**config.mk**
```make
export PLATFORM = sky130hd
export DESIGN_NAME = sstp_frame_demux_lcp_echo
export DESIGN_NICKNAME = d
export VERILOG_FILES = /design/src/rtl/sfd_pkg.sv /design/src/rtl/sfd_in_buf.sv /design/src/rtl/sfd_parse.sv /design/src/rtl/sfd_out_burst.sv /design/src/rtl/sstp_frame_demux_lcp_echo.sv
export SDC_FILE = /design/constraint.sdc
export NUM_CORES = 1
export LEC_CHECK = 0
export ABC_CLOCK_PERIOD_IN_PS = 9400
export BUFFER_PORTS_ARGS = -buffer_cell sky130_fd_sc_hd__buf_2
export CAP_MARGIN = 20
export CORE_MARGIN = 10
export CORE_UTILIZATION = 32
export DETAILED_ROUTE_END_ITERATION = 12
export GPL_ROUTABILITY_DRIVEN = 0
export HOLD_SLACK_MARGIN = 0.15
export PLACE_DENSITY_LB_ADDON = 0.15
export SETUP_SLACK_MARGIN = 0.2
export SLEW_MARGIN = 10
export SYNTH_ARGS = -nofsm -noshare
export SYNTH_HDL_FRONTEND = slang
export SYNTH_SLANG_ARGS = --single-unit
```
**constraint.sdc**
```tcl
create_clock -name clock -period 9.4 [get_ports clock]
set_input_delay 1.88 -clock clock [delete_from_list [all_inputs] [get_ports clock]]
set_output_delay 1.88 -clock clock [all_outputs]
set_load 0.02 [all_outputs]
```
**src/rtl/sfd_pkg.sv**
```systemverilog
// ============================================================================
// sfd_pkg: shared types and constants of the SSTP frame demultiplexer
// Result word layout, channel and status codes, and the result burst that
// the parser hands to the output stage.
// ============================================================================
package sfd_pkg;

   // Largest number of results that one received byte can cause.
   localparam int MAX_RESULTS = 6;

   typedef logic [7:0] byte_type;
   typedef logic [1:0] channel_type;
   typedef logic [1:0] status_type;
   typedef logic [2:0] count_type;

   localparam channel_type CH_NONE    = 2'd0;
   localparam channel_type CH_PPP     = 2'd1;
   localparam channel_type CH_CONTROL = 2'd2;
   localparam channel_type CH_ECHO    = 2'd3;

   localparam status_type ST_OK        = 2'd0;
   localparam status_type ST_FRAME_ERR = 2'd1;
   localparam status_type ST_SHORT     = 2'd2;

   typedef struct packed {
      channel_type channel;
      byte_type    data;
      logic        valid;
      logic        first;
      logic        last;
      status_type  status;
   } result_type;

   // Results caused by one byte, slot 0 goes out first.
   typedef struct packed {
      result_type [MAX_RESULTS-1:0] res;
      count_type                    count;
   } burst_type;

   function automatic result_type mk_result(input channel_type ch, input byte_type d,
                                            input logic v, input logic f,
                                            input logic l, input status_type st);
      result_type r;
      r.channel = ch;
      r.data    = d;
      r.valid   = v;
      r.first   = f;
      r.last    = l;
      r.status  = st;
      return r;
   endfunction

endpackage

```
**src/rtl/sfd_in_buf.sv**
```systemverilog
// ============================================================================
// sfd_in_buf: input register with skid stage
// Holds the next received byte for the parser and keeps the ready signal
// on the request side a pure register output.
// ============================================================================
module sfd_in_buf (
   input  logic              clock,
   input  logic              reset,
   input  logic              req_tvalid,
   output logic              req_tready,
   input  sfd_pkg::byte_type req_tdata,
   input  logic              consume,
   output logic              byte_valid,
   output sfd_pkg::byte_type byte_data
);
   import sfd_pkg::*;

   logic     main_valid_ff, main_valid_in;
   logic     skid_valid_ff, skid_valid_in;
   byte_type main_data_ff, main_data_in;
   byte_type skid_data_ff, skid_data_in;
   logic     take;

   assign req_tready = !skid_valid_ff;
   assign take       = req_tvalid && !skid_valid_ff;
   assign byte_valid = main_valid_ff;
   assign byte_data  = main_data_ff;

   always_comb begin
      main_valid_in = main_valid_ff;
      skid_valid_in = skid_valid_ff;
      main_data_in  = main_data_ff;
      skid_data_in  = skid_data_ff;
      if (skid_valid_ff) begin
         // The skid word moves up once the main word has been used.
         if (consume) begin
            main_data_in  = skid_data_ff;
            skid_valid_in = 1'b0;
         end
      end else if (take) begin
         if (!main_valid_ff || consume) begin
            main_valid_in = 1'b1;
            main_data_in  = req_tdata;
         end else begin
            skid_valid_in = 1'b1;
            skid_data_in  = req_tdata;
         end
      end else if (consume) begin
         main_valid_in = 1'b0;
      end
   end

   always_ff @(posedge clock) begin
      if (reset) begin
         main_valid_ff <= 1'b0;
         skid_valid_ff <= 1'b0;
      end else begin
         main_valid_ff <= main_valid_in;
         skid_valid_ff <= skid_valid_in;
      end
      main_data_ff <= main_data_in;
      skid_data_ff <= skid_data_in;
   end

endmodule

```
**src/rtl/sfd_parse.sv**
```systemverilog
// ============================================================================
// sfd_parse: SSTP deframer and LCP echo recognizer
// Tracks the frame state and, in one pass per byte, forms every result that
// the byte causes as a burst of up to six result words.
// ============================================================================
module sfd_parse #(
   parameter int LENGTH_BITS = 12
) (
   input  logic               clock,
   input  logic               reset,
   input  logic               go,
   input  sfd_pkg::byte_type  rx_byte,
   input  sfd_pkg::byte_type  cfg_version,
   input  logic               cfg_echo_en,
   input  logic               cfg_strip,
   output sfd_pkg::burst_type burst
);
   import sfd_pkg::*;

   localparam int L              = LENGTH_BITS;
   localparam int HOLD_DEPTH     = 6;
   localparam int HEADER_LEN     = 4;
   localparam int PREFIX_LEN     = 2;
   localparam int MIN_DATA_LEN   = 2;
   localparam int ECHO_MIN_LEN   = 10;
   localparam int ECHO_ZERO_SPAN = 10;
   localparam int LCP_MIN_LEN    = 8;
   localparam int LCP_PROTO_LEN  = 2;

   localparam byte_type PPP_ADDRESS  = 8'hFF;
   localparam byte_type PPP_CONTROL  = 8'h03;
   localparam byte_type LCP_PROTO_HI = 8'hC0;
   localparam byte_type LCP_PROTO_LO = 8'h21;
   localparam byte_type LCP_ECHO_REQ = 8'h09;
   localparam byte_type LCP_ECHO_REP = 8'h0A;

   typedef enum logic [7:0] {
      MODE_HEADER  = 8'b0000_0001,
      MODE_CONTROL = 8'b0000_0010,
      MODE_PREFIX1 = 8'b0000_0100,
      MODE_PREFIX2 = 8'b0000_1000,
      MODE_HOLD    = 8'b0001_0000,
      MODE_PPP     = 8'b0010_0000,
      MODE_ECHO    = 8'b0100_0000,
      MODE_DISCARD = 8'b1000_0000
   } route_mode_type;

   logic           halted_ff, halted_in;
   logic [1:0]     hdr_cnt_ff, hdr_cnt_in;
   byte_type       hdr_store_ff [3];
   byte_type       hdr_store_in [3];
   logic [L-1:0]   plen_ff, plen_in;
   logic [L-1:0]   ppos_ff, ppos_in;
   route_mode_type mode_ff, mode_in;
   logic           stripped_ff, stripped_in;
   byte_type       hold_ff [HOLD_DEPTH];
   byte_type       hold_in [HOLD_DEPTH];
   logic [2:0]     hcnt_ff, hcnt_in;
   logic [L-1:0]   elen_ff, elen_in;
   logic           echo_en_ff, echo_en_in;

   logic [15:0]    hdr_word;
   logic [L-1:0]   hdr_len;
   logic [L-1:0]   new_plen;
   logic [L-1:0]   slen;
   logic [L-1:0]   idx;
   logic [15:0]    lcp_len;
   logic [16:0]    lcp_total;
   logic [L:0]     pos_next;
   logic           feed_en;
   route_mode_type feed_mode;
   logic [L-1:0]   feed_idx;
   logic           hold_fail;

   // A PPP data result at payload index i of a payload of length sl.
   function automatic result_type ppp_result(input byte_type d, input logic [L-1:0] i,
                                             input logic [L-1:0] sl);
      return mk_result(CH_PPP, d, 1'b1, i == '0,
                       ({1'b0, i} + (L+1)'(1)) == {1'b0, sl}, ST_OK);
   endfunction

   // Echo recognition needs a payload long enough to hold a full request.
   function automatic route_mode_type start_mode(input logic en, input logic [L-1:0] sl);
      return (en && sl >= L'(ECHO_MIN_LEN)) ? MODE_HOLD : MODE_PPP;
   endfunction

   assign hdr_word  = {hdr_store_ff[2], rx_byte};
   assign hdr_len   = hdr_word[L-1:0];
   assign new_plen  = hdr_len - L'(HEADER_LEN);
   assign slen      = plen_ff - (stripped_ff ? L'(PREFIX_LEN) : '0);
   assign idx       = ppos_ff - (stripped_ff ? L'(PREFIX_LEN) : '0);
   assign lcp_len   = {hold_ff[4], rx_byte};
   assign lcp_total = {1'b0, lcp_len} + 17'(LCP_PROTO_LEN);
   assign pos_next  = {1'b0, ppos_ff} + (L+1)'(1);

   always_comb begin
      halted_in    = halted_ff;
      hdr_cnt_in   = hdr_cnt_ff;
      hdr_store_in = hdr_store_ff;
      plen_in      = plen_ff;
      ppos_in      = ppos_ff;
      mode_in      = mode_ff;
      stripped_in  = stripped_ff;
      hold_in      = hold_ff;
      hcnt_in      = hcnt_ff;
      elen_in      = elen_ff;
      echo_en_in   = echo_en_ff;
      burst        = '0;
      feed_en      = 1'b0;
      feed_mode    = mode_ff;
      feed_idx     = idx;
      hold_fail    = 1'b0;

      if (go && !halted_ff) begin
         if (mode_ff == MODE_HEADER) begin
            if (hdr_cnt_ff != 2'd3) begin
               hdr_store_in[hdr_cnt_ff] = rx_byte;
               hdr_cnt_in               = hdr_cnt_ff + 2'd1;
            end else begin
               hdr_cnt_in = 2'd0;
               if (hdr_store_ff[0] != cfg_version || hdr_len < L'(HEADER_LEN)) begin
                  halted_in       = 1'b1;
                  burst.res[0]    = mk_result(CH_NONE, 8'h00, 1'b0, 1'b0, 1'b0,
                                              ST_FRAME_ERR);
                  burst.count     = 3'd1;
               end else begin
                  plen_in     = new_plen;
                  ppos_in     = '0;
                  stripped_in = 1'b0;
                  hcnt_in     = 3'd0;
                  elen_in     = '0;
                  echo_en_in  = cfg_echo_en;
                  if (hdr_store_ff[1][0]) begin
                     if (new_plen == '0) begin
                        burst.res[0] = mk_result(CH_CONTROL, 8'h00, 1'b0, 1'b1, 1'b1,
                                                 ST_OK);
                        burst.count  = 3'd1;
                     end else begin
                        mode_in = MODE_CONTROL;
                     end
                  end else if (new_plen < L'(MIN_DATA_LEN)) begin
                     burst.res[0] = mk_result(CH_NONE, 8'h00, 1'b0, 1'b0, 1'b0, ST_SHORT);
                     burst.count  = 3'd1;
                     mode_in      = (new_plen == '0) ? MODE_HEADER : MODE_DISCARD;
                  end else if (cfg_strip) begin
                     mode_in = MODE_PREFIX1;
                  end else begin
                     mode_in = start_mode(cfg_echo_en, new_plen);
                  end
               end
            end
         end else begin
            case (mode_ff)
               MODE_CONTROL: begin
                  burst.res[0] = mk_result(CH_CONTROL, rx_byte, 1'b1, ppos_ff == '0,
                                           pos_next == {1'b0, plen_ff}, ST_OK);
                  burst.count  = 3'd1;
               end
               MODE_PREFIX1: begin
                  if (rx_byte == PPP_ADDRESS) begin
                     mode_in = MODE_PREFIX2;
                  end else begin
                     feed_en   = 1'b1;
                     feed_mode = start_mode(echo_en_ff, plen_ff);
                     feed_idx  = '0;
                     mode_in   = feed_mode;
                  end
               end
               MODE_PREFIX2: begin
                  hcnt_in = 3'd0;
                  if (rx_byte == PPP_CONTROL) begin
                     stripped_in = 1'b1;
                     if (plen_ff - L'(PREFIX_LEN) < L'(MIN_DATA_LEN)) begin
                        burst.res[0] = mk_result(CH_NONE, 8'h00, 1'b0, 1'b0, 1'b0,
                                                 ST_SHORT);
                        burst.count  = 3'd1;
                        mode_in      = MODE_DISCARD;
                     end else begin
                        mode_in = start_mode(echo_en_ff, plen_ff - L'(PREFIX_LEN));
                     end
                  end else begin
                     // A lone FF is payload: it can never open an echo request,
                     // so both bytes go straight out as PPP data.
                     burst.res[0] = ppp_result(PPP_ADDRESS, '0, plen_ff);
                     burst.res[1] = ppp_result(rx_byte, L'(1), plen_ff);
                     burst.count  = 3'd2;
                     mode_in      = MODE_PPP;
                  end
               end
               MODE_HOLD, MODE_PPP, MODE_ECHO: begin
                  feed_en = 1'b1;
               end
               default: begin
               end
            endcase

            if (feed_en) begin
               case (feed_mode)
                  MODE_PPP: begin
                     burst.res[0] = ppp_result(rx_byte, feed_idx, slen);
                     burst.count  = 3'd1;
                  end
                  MODE_HOLD: begin
                     if (hcnt_ff >= 3'(HOLD_DEPTH)) begin
                        mode_in      = MODE_PPP;
                        burst.res[0] = ppp_result(rx_byte, feed_idx, slen);
                        burst.count  = 3'd1;
                     end else begin
                        hold_in[hcnt_ff] = rx_byte;
                        if (hcnt_ff == 3'd0 && rx_byte != LCP_PROTO_HI) hold_fail = 1'b1;
                        if (hcnt_ff == 3'd1 && rx_byte != LCP_PROTO_LO) hold_fail = 1'b1;
                        if (hcnt_ff == 3'd2 && rx_byte != LCP_ECHO_REQ) hold_fail = 1'b1;
                        if (hcnt_ff == 3'(HOLD_DEPTH - 1)) begin
                           if (lcp_len < 16'(LCP_MIN_LEN) || lcp_total > 17'(slen)) begin
                              hold_fail = 1'b1;
                           end
                        end
                        if (hold_fail) begin
                           // Release everything held as ordinary PPP data.
                           for (int i = 0; i < HOLD_DEPTH; i++) begin
                              if (3'(i) < hcnt_ff) begin
                                 burst.res[i] = ppp_result(hold_ff[i], L'(i), slen);
                              end else if (3'(i) == hcnt_ff) begin
                                 burst.res[i] = ppp_result(rx_byte, L'(i), slen);
                              end
                           end
                           burst.count = hcnt_ff + 3'd1;
                           hcnt_in     = 3'd0;
                           mode_in     = MODE_PPP;
                        end else if (hcnt_ff == 3'(HOLD_DEPTH - 1)) begin
                           // Valid echo request: answer with a reply header.
                           elen_in      = lcp_total[L-1:0];
                           mode_in      = MODE_ECHO;
                           hcnt_in      = 3'd0;
                           burst.res[0] = mk_result(CH_ECHO, LCP_PROTO_HI, 1'b1, 1'b1,
                                                    1'b0, ST_OK);
                           burst.res[1] = mk_result(CH_ECHO, LCP_PROTO_LO, 1'b1, 1'b0,
                                                    1'b0, ST_OK);
                           burst.res[2] = mk_result(CH_ECHO, LCP_ECHO_REP, 1'b1, 1'b0,
                                                    1'b0, ST_OK);
                           burst.res[3] = mk_result(CH_ECHO, hold_ff[3], 1'b1, 1'b0,
                                                    1'b0, ST_OK);
                           burst.res[4] = mk_result(CH_ECHO, hold_ff[4], 1'b1, 1'b0,
                                                    1'b0, ST_OK);
                           burst.res[5] = mk_result(CH_ECHO, rx_byte, 1'b1, 1'b0,
                                                    1'b0, ST_OK);
                           burst.count  = 3'(MAX_RESULTS);
                        end else begin
                           hcnt_in = hcnt_ff + 3'd1;
                        end
                     end
                  end
                  MODE_ECHO: begin
                     // The magic number is zeroed and the tail past the LCP
                     // length is dropped.
                     if (feed_idx < elen_ff) begin
                        burst.res[0] = mk_result(CH_ECHO,
                                          (feed_idx < L'(ECHO_ZERO_SPAN)) ? 8'h00 : rx_byte,
                                          1'b1, 1'b0,
                                          ({1'b0, feed_idx} + (L+1)'(1)) == {1'b0, elen_ff},
                                          ST_OK);
                        burst.count  = 3'd1;
                     end
                  end
                  default: begin
                  end
               endcase
            end

            if (pos_next >= {1'b0, plen_ff}) begin
               mode_in    = MODE_HEADER;
               hdr_cnt_in = 2'd0;
               ppos_in    = '0;
            end else begin
               ppos_in = pos_next[L-1:0];
            end
         end
      end
   end

   always_ff @(posedge clock) begin
      if (reset) begin
         halted_ff   <= 1'b0;
         hdr_cnt_ff  <= 2'd0;
         plen_ff     <= '0;
         ppos_ff     <= '0;
         mode_ff     <= MODE_HEADER;
         stripped_ff <= 1'b0;
         hcnt_ff     <= 3'd0;
         elen_ff     <= '0;
         echo_en_ff  <= 1'b1;
      end else begin
         halted_ff   <= halted_in;
         hdr_cnt_ff  <= hdr_cnt_in;
         plen_ff     <= plen_in;
         ppos_ff     <= ppos_in;
         mode_ff     <= mode_in;
         stripped_ff <= stripped_in;
         hcnt_ff     <= hcnt_in;
         elen_ff     <= elen_in;
         echo_en_ff  <= echo_en_in;
      end
      hdr_store_ff <= hdr_store_in;
      hold_ff      <= hold_in;
   end

endmodule

```
**src/rtl/sfd_out_burst.sv**
```systemverilog
// ============================================================================
// sfd_out_burst: result burst register
// Takes the burst formed for one byte and shifts it out one result word per
// accepted handshake on the result channel.
// ============================================================================
module sfd_out_burst (
   input  logic                clock,
   input  logic                reset,
   input  logic                load,
   input  sfd_pkg::burst_type  burst,
   output logic                drained,
   output logic                rsp_tvalid,
   input  logic                rsp_tready,
   output sfd_pkg::result_type head,
   output logic                head_last
);
   import sfd_pkg::*;

   result_type slot_ff [MAX_RESULTS];
   result_type slot_in [MAX_RESULTS];
   count_type  left_ff, left_in;
   logic       pop;

   assign pop        = (left_ff != '0) && rsp_tready;
   assign drained    = (left_ff == '0) || (left_ff == 3'd1 && rsp_tready);
   assign rsp_tvalid = left_ff != '0;
   assign head       = slot_ff[0];
   assign head_last  = left_ff == 3'd1;

   always_comb begin
      slot_in = slot_ff;
      left_in = left_ff;
      if (load && burst.count != '0) begin
         for (int i = 0; i < MAX_RESULTS; i++) begin
            slot_in[i] = burst.res[i];
         end
         left_in = burst.count;
      end else if (pop) begin
         for (int i = 0; i < MAX_RESULTS - 1; i++) begin
            slot_in[i] = slot_ff[i+1];
         end
         left_in = left_ff - 3'd1;
      end
   end

   always_ff @(posedge clock) begin
      if (reset) begin
         left_ff <= '0;
      end else begin
         left_ff <= left_in;
      end
      slot_ff <= slot_in;
   end

endmodule

```
**src/rtl/sstp_frame_demux_lcp_echo.sv**
```systemverilog
// ============================================================================
// sstp_frame_demux_lcp_echo: SSTP receive deframer with LCP echo answering
// Splits a decrypted byte stream into SSTP frames, routes control and PPP
// payloads, and turns LCP echo requests into echo replies inline.
// ============================================================================
//
// Channel   Dir  Word contents
// req_*     in   tdata[7:0] received byte
// rsp_*     out  tdata: out byte, byte valid, frame first, frame last;
//                tuser: channel, status; tlast: last result of a byte
// csr_*     in   write enable, register index, write data
//
// A byte goes from the input register through the parser into the burst
// register, so a new byte is taken every cycle while each byte yields at most one
// result and the result channel is ready. A byte with more results, such as an
// echo reply or a released hold, keeps the next byte out until its last result
// is taken. The first result word is offered from the burst register. Reset is
// synchronous; a result stall fills the skid, then drops ready.
//
module sstp_frame_demux_lcp_echo #(
   parameter int LENGTH_BITS = 12
) (
   input  logic        clock,
   input  logic        reset,
   // Received byte stream.
   input  logic        req_tvalid,
   output logic        req_tready,
   input  logic [7:0]  req_tdata,   // [7:0] rx_byte
   // Demultiplexed results.
   output logic        rsp_tvalid,
   input  logic        rsp_tready,
   output logic [15:0] rsp_tdata,   // [7:0] out_byte, [8] byte_valid,
                                    // [9] frame_first, [10] frame_last, rest zero
   output logic [3:0]  rsp_tuser,   // [1:0] channel, [3:2] status
   output logic        rsp_tlast,   // run_last
   // Configuration writes.
   input  logic        csr_we,
   input  logic [1:0]  csr_addr,
   input  logic [7:0]  csr_wdata
);
   import sfd_pkg::*;

   // Register indexes on the configuration port.
   localparam logic [1:0] CSR_EXPECTED_VERSION = 2'd0;
   localparam logic [1:0] CSR_ECHO_REPLY_EN    = 2'd1;
   localparam logic [1:0] CSR_STRIP_ADDR_CTRL  = 2'd2;

   byte_type   version_ff, version_in;
   logic       echo_en_ff, echo_en_in;
   logic       strip_ff, strip_in;

   logic       byte_valid;
   byte_type   byte_data;
   logic       drained;
   logic       go;
   burst_type  burst;
   result_type head;
   logic       head_last;

   // The settings are sampled by the parser when a header completes, so a
   // frame keeps the values that were in place at its start.
   always_comb begin
      version_in = version_ff;
      echo_en_in = echo_en_ff;
      strip_in   = strip_ff;
      if (csr_we) begin
         case (csr_addr)
            CSR_EXPECTED_VERSION: version_in = csr_wdata;
            CSR_ECHO_REPLY_EN:    echo_en_in = csr_wdata[0];
            CSR_STRIP_ADDR_CTRL:  strip_in   = csr_wdata[0];
            default: begin
            end
         endcase
      end
   end

   always_ff @(posedge clock) begin
      if (reset) begin
         version_ff <= 8'h10;
         echo_en_ff <= 1'b1;
         strip_ff   <= 1'b1;
      end else begin
         version_ff <= version_in;
         echo_en_ff <= echo_en_in;
         strip_ff   <= strip_in;
      end
   end

   // A byte moves into the parser only when the burst register will be empty
   // at the next edge, so a burst is never overwritten.
   assign go = byte_valid && drained;

   sfd_in_buf u_in_buf (
      .clock      (clock),
      .reset      (reset),
      .req_tvalid (req_tvalid),
      .req_tready (req_tready),
      .req_tdata  (req_tdata),
      .consume    (go),
      .byte_valid (byte_valid),
      .byte_data  (byte_data)
   );

   sfd_parse #(
      .LENGTH_BITS (LENGTH_BITS)
   ) u_parse (
      .clock       (clock),
      .reset       (reset),
      .go          (go),
      .rx_byte     (byte_data),
      .cfg_version (version_ff),
      .cfg_echo_en (echo_en_ff),
      .cfg_strip   (strip_ff),
      .burst       (burst)
   );

   sfd_out_burst u_out_burst (
      .clock      (clock),
      .reset      (reset),
      .load       (go),
      .burst      (burst),
      .drained    (drained),
      .rsp_tvalid (rsp_tvalid),
      .rsp_tready (rsp_tready),
      .head       (head),
      .head_last  (head_last)
   );

   // Result word packing.
   assign rsp_tdata = {5'b0, head.last, head.first, head.valid, head.data};
   assign rsp_tuser = {head.status, head.channel};
   assign rsp_tlast = head_last;

endmodule
```
Word level (Yosys, flattened, before mapping):

Cells that the tools add are included.

* memory bits (writable): 0
* logic and storage cells: 333
* memories kept: 0
* bits in latches: 0
* ROM bits: 0
* register bits after elaboration: 245
* input port bits: 23

* add/subtract/negate cells: 10
* bitwise gates (word level): 11
* shift-type cells: 0
* $mul: 0
* div/mod/pow operators: 0
* reductions and logical operators: 56
* multiplexer cells: 126
* eq/ne operators: 46
* magnitude comparators: 22

Operators by type and width (count)
* 8-bit 2-to-1 mux: 28
* 93-bit 2-to-1 mux: 2
* 60-bit 2-to-1 mux: 3
* 12-bit 2-to-1 mux: 14
* 78-bit 2-to-1 mux: 2
* 75-bit 2-to-1 mux: 2
* 18-bit 2-to-1 mux: 8
* 15-bit 2-to-1 mux: 7
* 14-bit 2-to-1 mux: 7
* 18-bit one-hot mux with 3 select lines: 1
* 48-bit bitwise mux: 1
* 13-bit by 12-bit == test with 1-bit output: 3
* 2-bit by 12-bit == test with 1-bit output, first input constant: 3
* 3-bit by 12-bit == test with 1-bit output, first input constant: 3
* 12-bit by 4-bit greater-or-equal comparator with 1-bit output, second input constant: 3
* 12-bit logical NOT: 3
* 18-bit one-hot mux with 2 select lines: 1
* 3-bit 2-to-1 mux: 11
* 12-bit by 1-bit adder with 13-bit output, second input constant: 2
* 1-bit 2-to-1 mux: 25
* 24-bit bitwise mux: 1
* 8-bit demux with 3-bit select: 1
* 1-bit by 12-bit == test with 1-bit output, first input constant: 2
* 12-bit by 2-bit less-than comparator with 1-bit output, second input constant: 2
* 66 further kinds: 136

Depth between registers and ports, before layout:

* depth after elaboration: 21
* depth in mapped cells: 20

Modules after synthesis:

Synthesis repeated with hierarchy kept, for this count alone.

* cell total of the unflattened synthesis: 1606
* area, all modules: 14498.9 sq um

By module, submodules not included
* sfd_parse: instances 1, sequential area each 2632.5 sq um, area each 9315.2 sq um, cells an instance 1142
* sfd_out_burst: instances 1, sequential area each 2762.6 sq um, area each 3980.1 sq um, cells an instance 375
* sfd_in_buf: instances 1, sequential area each 520.5 sq um, area each 688.2 sq um, cells an instance 37
* sstp_frame_demux_lcp_echo: instances 1, sequential area each 200.2 sq um, area each 515.5 sq um, cells an instance 52

Worst setup path after synthesis:

Ideal clock, no wire load.

* kind: reg2reg
* start point: reg u_parse.ppos_ff[1]
* end point: reg u_out_burst.slot_ff, in the netlist u_out_burst.head[0], enable pin
* slack: 3.939 ns
* stages on the path, launching flop included: 18
* required time: 8.973 ns
* setup time: 0.427 ns
* arrival: 5.034 ns
* cells stage by stage: dfxtp_1 inv_1 ha_1 ha_1 or4b_1 clkbuf_1 nor3_1 xnor2_1 nor2_1 ha_1 a211oi_1 nand3_1 o211a_1 o211a_1 o31a_1 and3_1 buf_6 nand2b_1

* cells in the longest elaborated chain, start to end: 14

Ends and longest elaborated chain
* start, declared: line sfd_parse.sv:53 `logic [L-1:0] ppos_ff, ppos_in;`
* start signal, assigned: line sfd_parse.sv:296 `ppos_ff <= ppos_in;`
* 12-bit subtractor (*): line sfd_parse.sv:91 `assign idx = ppos_ff - (stripped_ff ? L'(PREFIX_LEN) : '0);`
* 12-bit 2-to-1 mux: line sfd_parse.sv:160 `if (rx_byte == PPP_ADDRESS) begin`
* 12-bit 2-to-1 mux (*): line sfd_parse.sv:153 `case (mode_ff)`
* 12-bit 2-to-1 mux (*): line sfd_parse.sv:115 `if (mode_ff == MODE_HEADER) begin`
* 12-bit 2-to-1 mux (*): line sfd_parse.sv:114 `if (go && !halted_ff) begin`
* 12-bit less-than comparator (*): line sfd_parse.sv:256 `if (feed_idx < elen_ff) begin`
* 18-bit 2-to-1 mux (*): line sfd_parse.sv:256
* 18-bit one-hot mux with 3 select lines (*): line sfd_parse.sv:198 `case (feed_mode)`
* 78-bit 2-to-1 mux (*): line sfd_parse.sv:197 `if (feed_en) begin`
* 18-bit 2-to-1 mux (*): line sfd_parse.sv:115
* 78-bit 2-to-1 mux (*): line sfd_parse.sv:114
* 3-bit nonzero test (*): line sfd_out_burst.sv:33 `if (load && burst.count != '0) begin`
* 1-bit logical AND (*): line sfd_out_burst.sv:33
* 2-bit nonzero test (no line) (*)
* end signal, assigned: line sfd_out_burst.sv:52 `slot_ff <= slot_in;`
* end, declared: line sfd_out_burst.sv:19 `result_type slot_ff [MAX_RESULTS];`

Mark *: on every way between the ends. The rest lies on a longest branch, timed or not. The select of a mux whose other input is x is not followed.
A chain may end at the register's enable or synchronous reset.

==> flow_summary.ini <==
[final_layout]
final_nets = 1508
syn2layout_area_growth_pct = 10.6
layout-drive-gt1-share = 0.106
design_area_sq_um = 14700

[setup_path]
crit_fanout = 41
cp-end-kind = register
arrival_ps = 6450
crit_type = reg2reg
worstPathRequired_ps = 9700
start_kind = register

[floorplanning]
pin_count = 46
die_y_um = 224
start_util = 0.324
fp.coreArea_sq_um = 40900
dieArea_sq_um = 50000
die_w_um = 224
row_count = 74

[route]
vias_per_cell = 5.68
drc = 0
wl_um = 44000
wl_per_cell_um = 22.3
drtIter0Drc = 1157
ant_nets = 0
vias = 11216
drtPass1Iterations = 5

[sta]
min_period_ps = 6150
hold_viol_final = 0
rsz0062_at_grt = no
tightest_slew_ps = 1140
max_freq_mhz = 163
skew_ps = 12.5
fin_crit_sh = 0.654
setup_tns_ps = 0
setup_ws_ps = 3250
final-max-slew-violation-count = 0
setup_viol = 0
relSlewSlack = 0.239

[grt]
grt_pass1_vias = 10708
grt_max_degree = 59
grt_antenna_before_repair = 0
grt_overflow = 0
grt_first_pass_wirelength_um = 67300
grt_usage = 0.170

[run_status]
status = completed

[cts]
cts.clk_slew.worst_paths_ps = 60
h-tree-depth = 1
hold_buffers = 0
ctsResizeCount = 0
clock-sinks = 206
ctsLongestPathBuffers = 3
cts_tree = built
cts_setup_buffers = 0
insertion_delay_ps = 560
root_buffer = clkbuf_16
cts_buffers = 25

[power_and_ir_drop]
pwr_density_cell_nw_per_um2 = 173
total_leakage_power_uw = 0.00505
peakVddDrop_v = 0.000150

[placement]
dpl-instance-area_sq_um = 13800
port_buffers = 40
hpwlAfterDp_um = 31800
place_ws_ps = 3310

[yosys]
synth-seq-cells = 206
seq_area_frac_synth = 0.415
ys.flop_type = edfxtp_1
syn-instance-count = 1430
syn_avg_cell_area_sq_um = 9.29
synth_edf_count = 139
synthDistinctLibCells = 87
syn_area_sq_um = 13300
yosysWarnings = 0
synth-async-reset-ratio = 0

[flow_run]
cap_violations = 0

[min_path]
hp-class = reg2reg
-- state kept, by name, summed over array words and instances, names as in the netlist, 2 cells and up --
name and count:
u_parse.hcnt_ff 3, u_in_buf.byte_data 8, u_out_burst.head 15, u_parse.hdr_cnt_ff 2, u_parse.hold_ff 40, u_out_burst.left_ff 3
u_parse.ppos_ff 12, u_parse.plen_ff 12, u_parse.hdr_len 4, u_parse.elen_ff 12, u_out_burst.slot_ff 55, version_ff 8
u_parse.hdr_store_ff 9, u_in_buf.skid_data_ff 8, u_parse.mode_ff 8
-- cells by family (layout without fill, tap and decap cells) --
logic type	after synthesis	count (layout)	synth area share
compound gates	367	367	0.192
xor+xnor	72	72	0.0496
fa+ha+maj	63	63	0.0594
buf+inv	176	182	0.0575
flops	206	206	0.415
mux	39	39	0.0317
other cells	1	6	0.000282
simple gates	506	506	0.194
-- cell usage after synthesis (all sizes together), types with 5 or more instances --
library cell / number / area [sq um]
nand3: 53 / 278
mux2: 24 / 270
a32oi: 19 / 166
a41oi: 6 / 52.6
and3: 10 / 62.6
nor3: 38 / 200
nor2b: 17 / 106
or3: 10 / 62.6
and4: 6 / 52.6
a311oi: 13 / 114
o31ai: 10 / 75.1
or2: 7 / 43.8
a32o: 10 / 100
buf: 45 / 272
or4: 10 / 75.1
o21ai: 61 / 309
dfxtp: 67 / 1340
nand3b: 5 / 37.5
nor2: 139 / 522
edfxtp: 139 / 4170
a21oi: 85 / 425
a211oi: 18 / 135
o22ai: 12 / 75.1
a211o: 8 / 70.1
a21o: 10 / 75.1
o211ai: 21 / 158
nand2: 105 / 394
nand4: 20 / 125
clkbuf: 61 / 229
nand2b: 14 / 87.6
o2111ai: 6 / 52.6
ha: 63 / 788
and2: 20 / 125
inv: 69 / 259
a22oi: 10 / 75.1
a31oi: 26 / 163
o21a: 9 / 67.6
xnor2: 52 / 455
xor2: 18 / 158
nor3b: 11 / 82.6
nor4: 24 / 165
mux2i: 15 / 150
-- layout make-up --
class	count	area [sq um]
Multi-Input combinational cell	1052	7020
Tap cell	532	666
Fill cell	4211	26200
Timing Repair Buffer	67	400
Antenna cell	1	2.50
Clock inverter	6	97.6
Clock buffer	39	718
Sequential cell	206	5520
Inverter	70	263
-- worst max-delay path: stages (launching register included) --
cell	delay, ps
dfxtp_1	330
inv_1	90
ha_1	310
ha_1	330
or4b_1	640
nor3_1	270
xnor2_1	150
nor2_1	260
ha_1	300
a211oi_1	370
nand3_1	160
o211a_1	260
o211a_1	240
o31a_1	270
and3_1	170
buf_4	230
inv_2	570
buf_4	510
mux2_2	380
-- routing by layer --
layer  part of all wire  up-vias  global-route usage
met2               0.43      408               0.258
met5                  0        -                   0
met1               0.48     5433               0.242
met4              0.022        0              0.0495
li1                   -     5319                   -
met3              0.067       56              0.0263
-- through the flow --
stage	util	std cells	hold WS, ps	total power (uW)
3_5_place_dp	0.338	1924	459	1590
4_1_cts	0.358	1969	474	2580
2_1_floorplan	-	1434	439	1450
5_1_grt	0.359	1972	498	2660
3_3_place_gp	0.338	1924	451	1590
6_report	0.359	1973	472	2550
-- path summary, 6_finish.rpt --
path / from / endpoint / slack (ps) / cells past startpoint
max: u_parse.ppos_ff[1] / u_out_burst.slot_ff[50] / 3250 / 18
min: u_parse.elen_ff[7] / u_parse.elen_ff[7] / 470 / 1
max reg2reg: u_parse.ppos_ff[1] / u_out_burst.slot_ff[50] / 3250 / 18
min reg2reg: u_parse.elen_ff[7] / u_parse.elen_ff[7] / 470 / 1
-- power breakdown --
group	leakage, uW	switching (uW)	internal, uW
combinational	0.00286	293	131
clock	0.000397	394	581
sequential	0.00179	39.9	1110
total	0.00505	727	1820
-- placed cells by master, fill, tap and decap left out, types with 24 or more instances in the layout --
| cell | instances |
|---|---|
| a21oi_1 | 85 |
| a31oi_1 | 25 |
| buf_2 | 41 |
| buf_4 | 25 |
| clkbuf_16 | 25 |
| dfxtp_1 | 67 |
| edfxtp_1 | 139 |
| ha_1 | 63 |
| inv_1 | 68 |
| mux2_2 | 24 |
| nand2_1 | 105 |
| nand3_1 | 52 |
| nor2_1 | 139 |
| nor3_1 | 36 |
| o21ai_0 | 57 |
| xnor2_1 | 52 |
(Power assumes the default switching activity.)
